**config.mk**
```make
export PLATFORM = sky130hd
export DESIGN_NAME = stc_ctrl
export DESIGN_NICKNAME = d
export VERILOG_FILES = /design/src/hdl/stc_pkg.sv /design/src/hdl/stc_ctrl.sv
export SDC_FILE = /design/constraint.sdc
export NUM_CORES = 1
export LEC_CHECK = 0
export BUFFER_PORTS_ARGS = -buffer_cell sky130_fd_sc_hd__buf_2
export CAP_MARGIN = 10
export CELL_PAD_IN_SITES_DETAIL_PLACEMENT = 1
export CELL_PAD_IN_SITES_GLOBAL_PLACEMENT = 2
export CORE_ASPECT_RATIO = 2
export CORE_UTILIZATION = 38
export DETAILED_ROUTE_END_ITERATION = 12
export GPL_ROUTABILITY_DRIVEN = 0
export PLACE_DENSITY_LB_ADDON = 0.1
export SLEW_MARGIN = 20
export SYNTH_ARGS = -nofsm -noshare
export SYNTH_HDL_FRONTEND = slang
export SYNTH_SLANG_ARGS = --single-unit
```
**constraint.sdc**
```tcl
create_clock -name aclk -period 7.54 [get_ports aclk]
set_input_delay 0.754 -clock aclk [delete_from_list [all_inputs] [get_ports aclk]]
set_output_delay 0.754 -clock aclk [all_outputs]
set_load 0.1 [all_outputs]
```
**src/hdl/stc_pkg.sv**
```systemverilog
// Package with the constants, types and helper functions of the scope trigger capture block.
package stc_pkg;

    // Ring geometry and window size.
    localparam int BUFFER_DEPTH = 2048;
    localparam int ADDR_W       = $clog2(BUFFER_DEPTH);
    localparam int WINDOW       = 64;
    localparam int HALF_WIN     = WINDOW / 2;
    localparam int SEARCH_SPAN  = BUFFER_DEPTH / 2;

    // Field widths.
    localparam int SAMPLE_W    = 12;
    localparam int POS_W       = 6;
    localparam int ERR_W       = 16;
    localparam int S_TDATA_W   = 16;
    localparam int M_TDATA_W   = 40;
    localparam int CFG_IDX_W   = 8;
    localparam int CFG_DATA_W  = 12;

    // Typed constants used in address and count arithmetic.
    localparam logic [ADDR_W-1:0]   NEWEST_RESET = ADDR_W'(BUFFER_DEPTH - 1);
    localparam logic [ADDR_W-1:0]   SPAN_LAST    = ADDR_W'(SEARCH_SPAN);
    localparam logic [ADDR_W-1:0]   HALF_WIN_A   = ADDR_W'(HALF_WIN);
    localparam logic [POS_W-1:0]    POS_LAST     = POS_W'(WINDOW - 1);
    localparam logic [ERR_W-1:0]    ERR_MAX      = {ERR_W{1'b1}};
    localparam logic [SAMPLE_W-1:0] LEVEL_RESET  = SAMPLE_W'(2048);

    // Input kinds carried in s_tuser.
    localparam logic ACT_STORE   = 1'b0;
    localparam logic ACT_CAPTURE = 1'b1;

    // Configuration register indexes.
    localparam logic [CFG_IDX_W-1:0] CFG_TRIGGER_LEVEL = CFG_IDX_W'(0);
    localparam logic [CFG_IDX_W-1:0] CFG_RISING_EDGE   = CFG_IDX_W'(1);

    // Trigger settings handed to the controller.
    typedef struct packed {
        logic [SAMPLE_W-1:0] level;
        logic                rising;
    } cfg_t;

    // Access request from the controller to the sample ring.
    typedef struct packed {
        logic                wr_en;
        logic [ADDR_W-1:0]   wr_addr;
        logic [SAMPLE_W-1:0] wr_data;
        logic                rd_en;
        logic [ADDR_W-1:0]   rd_addr;
    } ring_req_t;

    // Edge test between the sample at the candidate point and the one before it.
    function automatic logic is_edge(input logic [SAMPLE_W-1:0] cur,
                                     input logic [SAMPLE_W-1:0] prev,
                                     input cfg_t cfg);
        logic hit;
        if (cfg.rising) begin
            hit = (cur >= cfg.level) && (prev < cfg.level);
        end else begin
            hit = (cur <= cfg.level) && (prev > cfg.level);
        end
        return hit;
    endfunction

endpackage

```
**src/hdl/stc_ctrl.sv**
```systemverilog
// Controller: sample store, backward trigger search and window readout over the ring.
module stc_ctrl (
    input  logic                            aclk,
    input  logic                            aresetn,
    input  stc_pkg::cfg_t                   cfg,
    input  logic                            s_tvalid,
    output logic                            s_tready,
    input  logic [stc_pkg::S_TDATA_W-1:0]   s_tdata,
    input  logic                            s_tuser,
    output logic                            m_tvalid,
    input  logic                            m_tready,
    output logic [stc_pkg::M_TDATA_W-1:0]   m_tdata,
    output logic                            m_tuser,
    output logic                            m_tlast,
    output stc_pkg::ring_req_t              ring_req,
    input  logic [stc_pkg::SAMPLE_W-1:0]    ring_data
);

    typedef enum logic [4:0] {
        ST_IDLE     = 5'b00001,
        ST_SEARCH   = 5'b00010,
        ST_WIN_RD   = 5'b00100,
        ST_WIN_LOAD = 5'b01000,
        ST_WIN_SEND = 5'b10000
    } state_t;

    state_t                          state_reg, state_next;
    logic [stc_pkg::ADDR_W-1:0]      newest_reg, newest_next;
    logic [stc_pkg::ERR_W-1:0]       err_reg, err_next;
    logic [stc_pkg::ADDR_W-1:0]      start_reg, start_next;
    logic [stc_pkg::ADDR_W-1:0]      issue_reg, issue_next;
    logic                            chk_valid_reg, chk_valid_next;
    logic                            chk_last_reg, chk_last_next;
    logic [stc_pkg::ADDR_W-1:0]      chk_t_reg, chk_t_next;
    logic [stc_pkg::SAMPLE_W-1:0]    last_q_reg, last_q_next;
    logic [stc_pkg::ADDR_W-1:0]      begin_reg, begin_next;
    logic [stc_pkg::POS_W-1:0]       pos_reg, pos_next;
    logic                            found_reg, found_next;
    logic                            m_valid_reg, m_valid_next;
    logic [stc_pkg::SAMPLE_W-1:0]    m_sample_reg, m_sample_next;
    logic [stc_pkg::POS_W-1:0]       m_pos_reg, m_pos_next;
    logic                            m_last_reg, m_last_next;

    logic                            in_fire;
    logic                            store_fire;
    logic                            cap_fire;
    logic                            issuing;
    logic                            hit;

    assign s_tready   = (state_reg == ST_IDLE);
    assign in_fire    = s_tvalid && s_tready;
    assign store_fire = in_fire && (s_tuser == stc_pkg::ACT_STORE);
    assign cap_fire   = in_fire && (s_tuser == stc_pkg::ACT_CAPTURE);

    // One candidate read per cycle, one more than the span to fetch the oldest predecessor.
    assign issuing = (state_reg == ST_SEARCH) && (issue_reg <= stc_pkg::SPAN_LAST);
    assign hit     = stc_pkg::is_edge(last_q_reg, ring_data, cfg);

    // Ring access: stores write, search and window steps read.
    always_comb begin
        ring_req         = '0;
        ring_req.wr_en   = store_fire;
        ring_req.wr_addr = newest_reg + 1'b1;
        ring_req.wr_data = s_tdata[stc_pkg::SAMPLE_W-1:0];
        if (issuing) begin
            ring_req.rd_en   = 1'b1;
            ring_req.rd_addr = start_reg - issue_reg;
        end else if (state_reg == ST_WIN_RD) begin
            ring_req.rd_en   = 1'b1;
            ring_req.rd_addr = begin_reg + stc_pkg::ADDR_W'(pos_reg);
        end
    end

    // Next-state logic of the sequencer.
    always_comb begin
        state_next     = state_reg;
        newest_next    = newest_reg;
        err_next       = err_reg;
        start_next     = start_reg;
        issue_next     = issue_reg;
        chk_valid_next = 1'b0;
        chk_last_next  = 1'b0;
        chk_t_next     = chk_t_reg;
        last_q_next    = last_q_reg;
        begin_next     = begin_reg;
        pos_next       = pos_reg;
        found_next     = found_reg;
        m_valid_next   = m_valid_reg;
        m_sample_next  = m_sample_reg;
        m_pos_next     = m_pos_reg;
        m_last_next    = m_last_reg;

        case (state_reg)
            ST_IDLE: begin
                if (store_fire) begin
                    newest_next = newest_reg + 1'b1;
                    if (s_tdata[stc_pkg::SAMPLE_W] && (err_reg != stc_pkg::ERR_MAX)) begin
                        err_next = err_reg + 1'b1;
                    end
                end
                if (cap_fire) begin
                    start_next = newest_reg - stc_pkg::HALF_WIN_A;
                    issue_next = '0;
                    state_next = ST_SEARCH;
                end
            end
            ST_SEARCH: begin
                // The previous read's predecessor pairs with the sample read before it.
                last_q_next = ring_data;
                if (issuing) begin
                    issue_next     = issue_reg + 1'b1;
                    chk_valid_next = (issue_reg != '0);
                    chk_last_next  = (issue_reg == stc_pkg::SPAN_LAST);
                    chk_t_next     = start_reg - issue_reg + 1'b1;
                end
                if (chk_valid_reg && hit) begin
                    found_next     = 1'b1;
                    begin_next     = chk_t_reg - stc_pkg::HALF_WIN_A;
                    pos_next       = '0;
                    chk_valid_next = 1'b0;
                    state_next     = ST_WIN_RD;
                end else if (chk_valid_reg && chk_last_reg) begin
                    found_next     = 1'b0;
                    begin_next     = start_reg - stc_pkg::HALF_WIN_A;
                    pos_next       = '0;
                    chk_valid_next = 1'b0;
                    state_next     = ST_WIN_RD;
                end
            end
            ST_WIN_RD: begin
                state_next = ST_WIN_LOAD;
            end
            ST_WIN_LOAD: begin
                m_sample_next = ring_data;
                m_pos_next    = pos_reg;
                m_last_next   = (pos_reg == stc_pkg::POS_LAST);
                m_valid_next  = 1'b1;
                state_next    = ST_WIN_SEND;
            end
            ST_WIN_SEND: begin
                if (m_tready) begin
                    m_valid_next = 1'b0;
                    if (m_last_reg) begin
                        state_next = ST_IDLE;
                    end else begin
                        pos_next   = pos_reg + 1'b1;
                        state_next = ST_WIN_RD;
                    end
                end
            end
            default: begin
                state_next   = ST_IDLE;
                m_valid_next = 1'b0;
            end
        endcase
    end

    // Control registers.
    always_ff @(posedge aclk) begin
        if (!aresetn) begin
            state_reg     <= ST_IDLE;
            newest_reg    <= stc_pkg::NEWEST_RESET;
            err_reg       <= '0;
            chk_valid_reg <= 1'b0;
            m_valid_reg   <= 1'b0;
        end else begin
            state_reg     <= state_next;
            newest_reg    <= newest_next;
            err_reg       <= err_next;
            chk_valid_reg <= chk_valid_next;
            m_valid_reg   <= m_valid_next;
        end
    end

    // Datapath registers.
    always_ff @(posedge aclk) begin
        start_reg    <= start_next;
        issue_reg    <= issue_next;
        chk_last_reg <= chk_last_next;
        chk_t_reg    <= chk_t_next;
        last_q_reg   <= last_q_next;
        begin_reg    <= begin_next;
        pos_reg      <= pos_next;
        found_reg    <= found_next;
        m_sample_reg <= m_sample_next;
        m_pos_reg    <= m_pos_next;
        m_last_reg   <= m_last_next;
    end

    // Result beat: the error count cannot change while a window is out.
    assign m_tvalid = m_valid_reg;
    assign m_tdata  = {{(stc_pkg::M_TDATA_W - stc_pkg::SAMPLE_W - stc_pkg::POS_W
                         - stc_pkg::ERR_W){1'b0}},
                       err_reg, m_pos_reg, m_sample_reg};
    assign m_tuser  = found_reg;
    assign m_tlast  = m_last_reg;

endmodule

```
### Yosys cells after proc, flatten, opt, wreduce, memory -nomap -nowiden

Index checks and enable logic that the tools add are counted.

| cells by class | value |
|---|---|
| reductions and logical operators | 24 |
| bitwise operators | 5 |
| $add $sub $neg | 10 |
| $lt $le $gt $ge | 5 |
| equality and inequality tests | 13 |
| multiplexer cells | 22 |

Operators with widths:

| kind | number |
|---|---|
| 2-to-1 mux 11 bit | 4 |
| adder 11 x 1 -> 11 bit, second input constant | 3 |
| subtractor 11 x 6 -> 11 bit, second input constant | 3 |
| one-hot mux 5 bit (5 select lines) | 1 |
| 2-to-1 mux 12 bit | 2 |
| 2-to-1 mux 6 bit | 4 |
| one-hot mux 11 bit (2 select lines) | 1 |
| 2-to-1 mux 5 bit | 4 |
| adder 16 x 1 -> 16 bit, second input constant | 1 |
| inequality test 16 bit, second input constant | 1 |
| >= comparator 12 bit | 1 |
| greater-than comparator 12 bit | 1 |
| <= comparator 12 bit | 1 |
| < comparator 12 bit | 1 |
| one-hot mux 6 bit (2 select lines) | 1 |
| adder 11 x 6 -> 11 bit | 1 |
| == test 11 bit, second input constant | 1 |
| <= comparator 11 bit, second input constant | 1 |
| nonzero test 11 bit | 1 |
| subtractor 11 bit | 1 |
| AND reduction 2 bit | 5 |
| logical AND 1 bit | 9 |
| AND reduction 3 bit | 3 |
| adder 6 x 1 -> 6 bit, second input constant | 1 |
| 17 further kinds | 27 |

| storage, ports and cells | value |
|---|---|
| register bits after elaboration | 117 |
| output and inout bits | 80 |

### Depth between registers and ports, before layout

| depth | value |
|---|---|
| depth after elaboration | 6 |
| mapped depth | 15 |
| gate-level depth less buffers | 14 |

### Worst setup path after synthesis

No wires, ideal clock.

| path | value |
|---|---|
| path kind | register to output |
| start point | register pos_reg[0] (netlist name) |
| end point | output port ring_req[8] (netlist name) |
| required time | 6.786 ns |
| path slack | 2.814 ns |
| stages on the path, launching flop included | 10 |
| data arrival time | 3.972 ns |
| cells stage by stage | edfxtp_1 > ha_1 > fa_1 > a21oi_1 > o21bai_1 > a21o_1 > a21oi_1 > nor2_1 > xnor2_1 > o21ai_0 |

RTL lines:

| element | RTL line | source |
|---|---|---|
| start, declared | stc_ctrl.sv:37 | `logic [stc_pkg::POS_W-1:0] pos_reg, pos_next;` |
| start signal, assigned | stc_ctrl.sv:183 | `pos_reg <= pos_next;` |
| end, declared | stc_ctrl.sv:15 | `output stc_pkg::ring_req_t ring_req,` |

==> results.json <==
{
  "clockBufferDepth": 2,
  "slew_headroom": 0.5190,
  "yosys-top-cells-area": "edfxtp_1 37%, dfxtp_1 11%, ha_1 9.3%, xnor2_1 6.9%, xor2_1 3.4%",
  "synth-seq-cells": 117,
  "fmax_mhz": 206.6,
  "worstHoldStart": "newest_reg[1]",
  "vias": 4795,
  "via_per_inst": 5.173,
  "yosysUniqueCellTypes": 55,
  "cts_tree": "built",
  "reg2reg_slack_ns": 3.85,
  "cts_hold_buf": 0,
  "cts_buffers": 17,
  "tightest_slew_ns": 0.7207,
  "hold-path-cell-count": 0,
  "die_h_um": 188.5,
  "synth_top_area_share": 0.3727,
  "grt-ovfl-total": 0,
  "syn_area_sq_mm": 0.006608,
  "slew_viol_final": 0,
  "drt_first_pass_iters": 4,
  "synth_commonest_cells": "82 x edfxtp_1, 52 x xnor2_1, 49 x ha_1",
  "grt_antenna_before_repair": 0,
  "max-cap-violations": 0,
  "worst_slack_ns": 2.699,
  "fin_tns_setup_ns": 0,
  "io-pin-count": 126,
  "async_reset_ff_frac": 0,
  "dp_cells": 895,
  "grt_max_degree": 32,
  "finalSetupViolCount": 0,
  "p_int_uw": 1354,
  "grt_pass1_vias": 5322,
  "clk_pin_slew_ns": 0.06,
  "pwr-share-comb": 0.263,
  "grt_pass1_wl_um": 26040,
  "preCtsSetupSlack_ns": 3.053,
  "path_max_fanout": 17,
  "yosysMostFrequentCell": "edfxtp_1",
  "p_sw_uw": 751.8,
  "status": "completed",
  "dp_hpwl_um": 12920,
  "std_cell_rows": 67,
  "hold_viol": 0,
  "critPathKind": "flop to output pin",
  "clk-insertion-delay-late_ns": 0.42,
  "diodes": 0,
  "r2r_start": "state_reg[4]",
  "final_util": 0.4595,
  "syn_area_per_cell_sq_um": 10.61,
  "synth_largest_area_cell": "edfxtp_1",
  "leakage_uw": 0.003197,
  "total_power_uw": 2106,
  "area_growth_syn_to_layout_pct": 17.17,
  "core-area_sq_mm": 0.01685,
  "dieArea_sq_mm": 0.01795,
  "routedWlPerCell_um": 17.61,
  "drive_above_1_share": 0.1972,
  "seqPwrFrac": 0.356,
  "seq_area_frac_synth": 0.4787,
  "critical_path_required_ns": 6.79,
  "postSynthCellCount": 623,
  "reg2reg_to": "issue_reg[10]",
  "initial_core_util": 0.3921,
  "finClkSkew_ns": 0.007154,
  "cts_resized": 0,
  "drt_wl_total_um": 16320,
  "route.detailed.drc": 0,
  "yosysWarnings": 0,
  "fin_nets": 804,
  "cts_num_sinks": 117,
  "swShare": 0.3570,
  "end_kind": "output pin",
  "num-fill-cells": 1890,
  "postRouteAntennaNets": 0,
  "worst-endpoint-arrival_ns": 4.09,
  "power.clock.fraction": 0.381,
  "hp-class": "flop to flop",
  "post-cts-setup-buffers": 0,
  "largest_register_ffs": 16,
  "fin_crit_ns": 4.841,
  "holdPathEnd": "start_reg[1]",
  "finalCritPeriodShare": 0.6420,
  "power.density_mw_per_mm2": 272.0,
  "drt_iter0_markers": 112,
  "layoutNonFillerInstCount": 927,
  "start_kind": "flop",
  "ys.flop_type": "edfxtp_1",
  "r2r_cells": 6,
  "rsz0062_at_grt": "false",
  "cts_max_level": 4,
  "die_x_um": 95.24,
  "ir_drop_v": 0.0003193,
  "port_buffers": 92,
  "synth_edf_count": 82,
  "cts-root-buf": "clkbuf_16",
  "track_usage": 0.1949
}
==> worst max-delay path by stage <==
stage                 start     endpoint  slack, ns  cells after the start
2_1_floorplan    pos_reg[0]  ring_req[8]       2.81                      9
3_3_place_gp   state_reg[4]  ring_req[1]       3.12                      8
3_5_place_dp   state_reg[4]  ring_req[1]       3.05                      8
4_1_cts        state_reg[4]  ring_req[1]       2.60                      8
5_1_grt        state_reg[4]  ring_req[1]       2.35                      8
6_report       state_reg[4]  ring_req[1]       2.70                      8
==> stage by stage <==
stage | area (sq um) | hold WS [ns]
5_1_grt | 7742 | 0.5119
3_3_place_gp | 7149 | 0.4710
2_1_floorplan | 6626 | 0.4483
3_5_place_dp | 7149 | 0.4802
6_report | 7742 | 0.4875
4_1_cts | 7737 | 0.4940
==> power by group through the flow <==
stage / clock [uW] / sequential (uW) / combinational (uW)
after global routing: 845 / 753 / 591
after detailed placement: 0 / 763 / 558
after CTS: 817 / 750 / 561
final: 803 / 749 / 553
after global placement: 0 / 762 / 548
after floorplan: 0 / 754 / 497
==> layout make-up <==
type	instances	area [sq um]	area share
clock inverters	10	92.59	0.01196
flip-flops and latches	117	3163	0.4085
multi-input cells	438	3114	0.4022
well taps	207	259.0	0.03345
inverters	40	150.1	0.01939
repair buffers	93	467.9	0.06044
clock buffers	22	495.5	0.06399
==> layout by cell type (no fill, tap or decap), types with 3 or more instances in the layout <==
cell / netlist / final
buf_2: 0 / 92
edfxtp_1: 82 / 82
xnor2_1: 52 / 52
ha_1: 49 / 49
nand2_1: 46 / 46
nor2_1: 47 / 46
inv_1: 39 / 39
dfxtp_1: 35 / 35
xor2_1: 26 / 26
a21oi_1: 25 / 25
o21ai_0: 22 / 22
nand3_1: 20 / 20
clkbuf_16: 0 / 18
and3_1: 14 / 14
and2_1: 14 / 14
nor3_1: 12 / 12
nand4_1: 11 / 11
nor2b_1: 10 / 10
a21o_1: 8 / 8
or3_1: 7 / 7
mux2i_1: 6 / 6
mux2_2: 6 / 6
o22ai_1: 6 / 6
conb_1: 1 / 6
nor3b_1: 5 / 5
nand3b_1: 4 / 4
nor4_1: 3 / 3
nand2b_1: 3 / 3
a21boi_0: 3 / 3
clkbuf_8: 0 / 3
inv_4: 0 / 3
==> metal layers <==
| layer | wire [um] | vias up | GRT usage | share of wire |
|---|---|---|---|---|
| met5 | 0 | - | 0 | 0 |
| met4 | 272 | 0 | 0.07751 | 0.017 |
| met3 | 482 | 21 | 0.03632 | 0.030 |
| met2 | 10180 | 94 | 0.4063 | 0.62 |
| met1 | 5384 | 2346 | 0.1665 | 0.33 |
| li1 | - | 2334 | - | - |
==> worst max-delay path, cell delays in order (launching register included) <==
cell      delay [ns]
dfxtp_1         0.39
nor3_1          0.31
nand3b_1        0.48
inv_1           0.73
nand2_1         0.43
inv_1           0.60
nand2_1         0.13
o21ai_0         0.11
buf_2           0.48
==> kinds of logic after synthesis <==
logic type	share of synthesized area
flops	0.4787
xor+xnor	0.1034
buf+inv	0.05397
mux	0.01931
other cells	0.0005675
fa+ha+maj	0.09885
compound gates	0.08370
simple gates	0.1615
No activity file was read; power rests on OpenSTA's default activity.
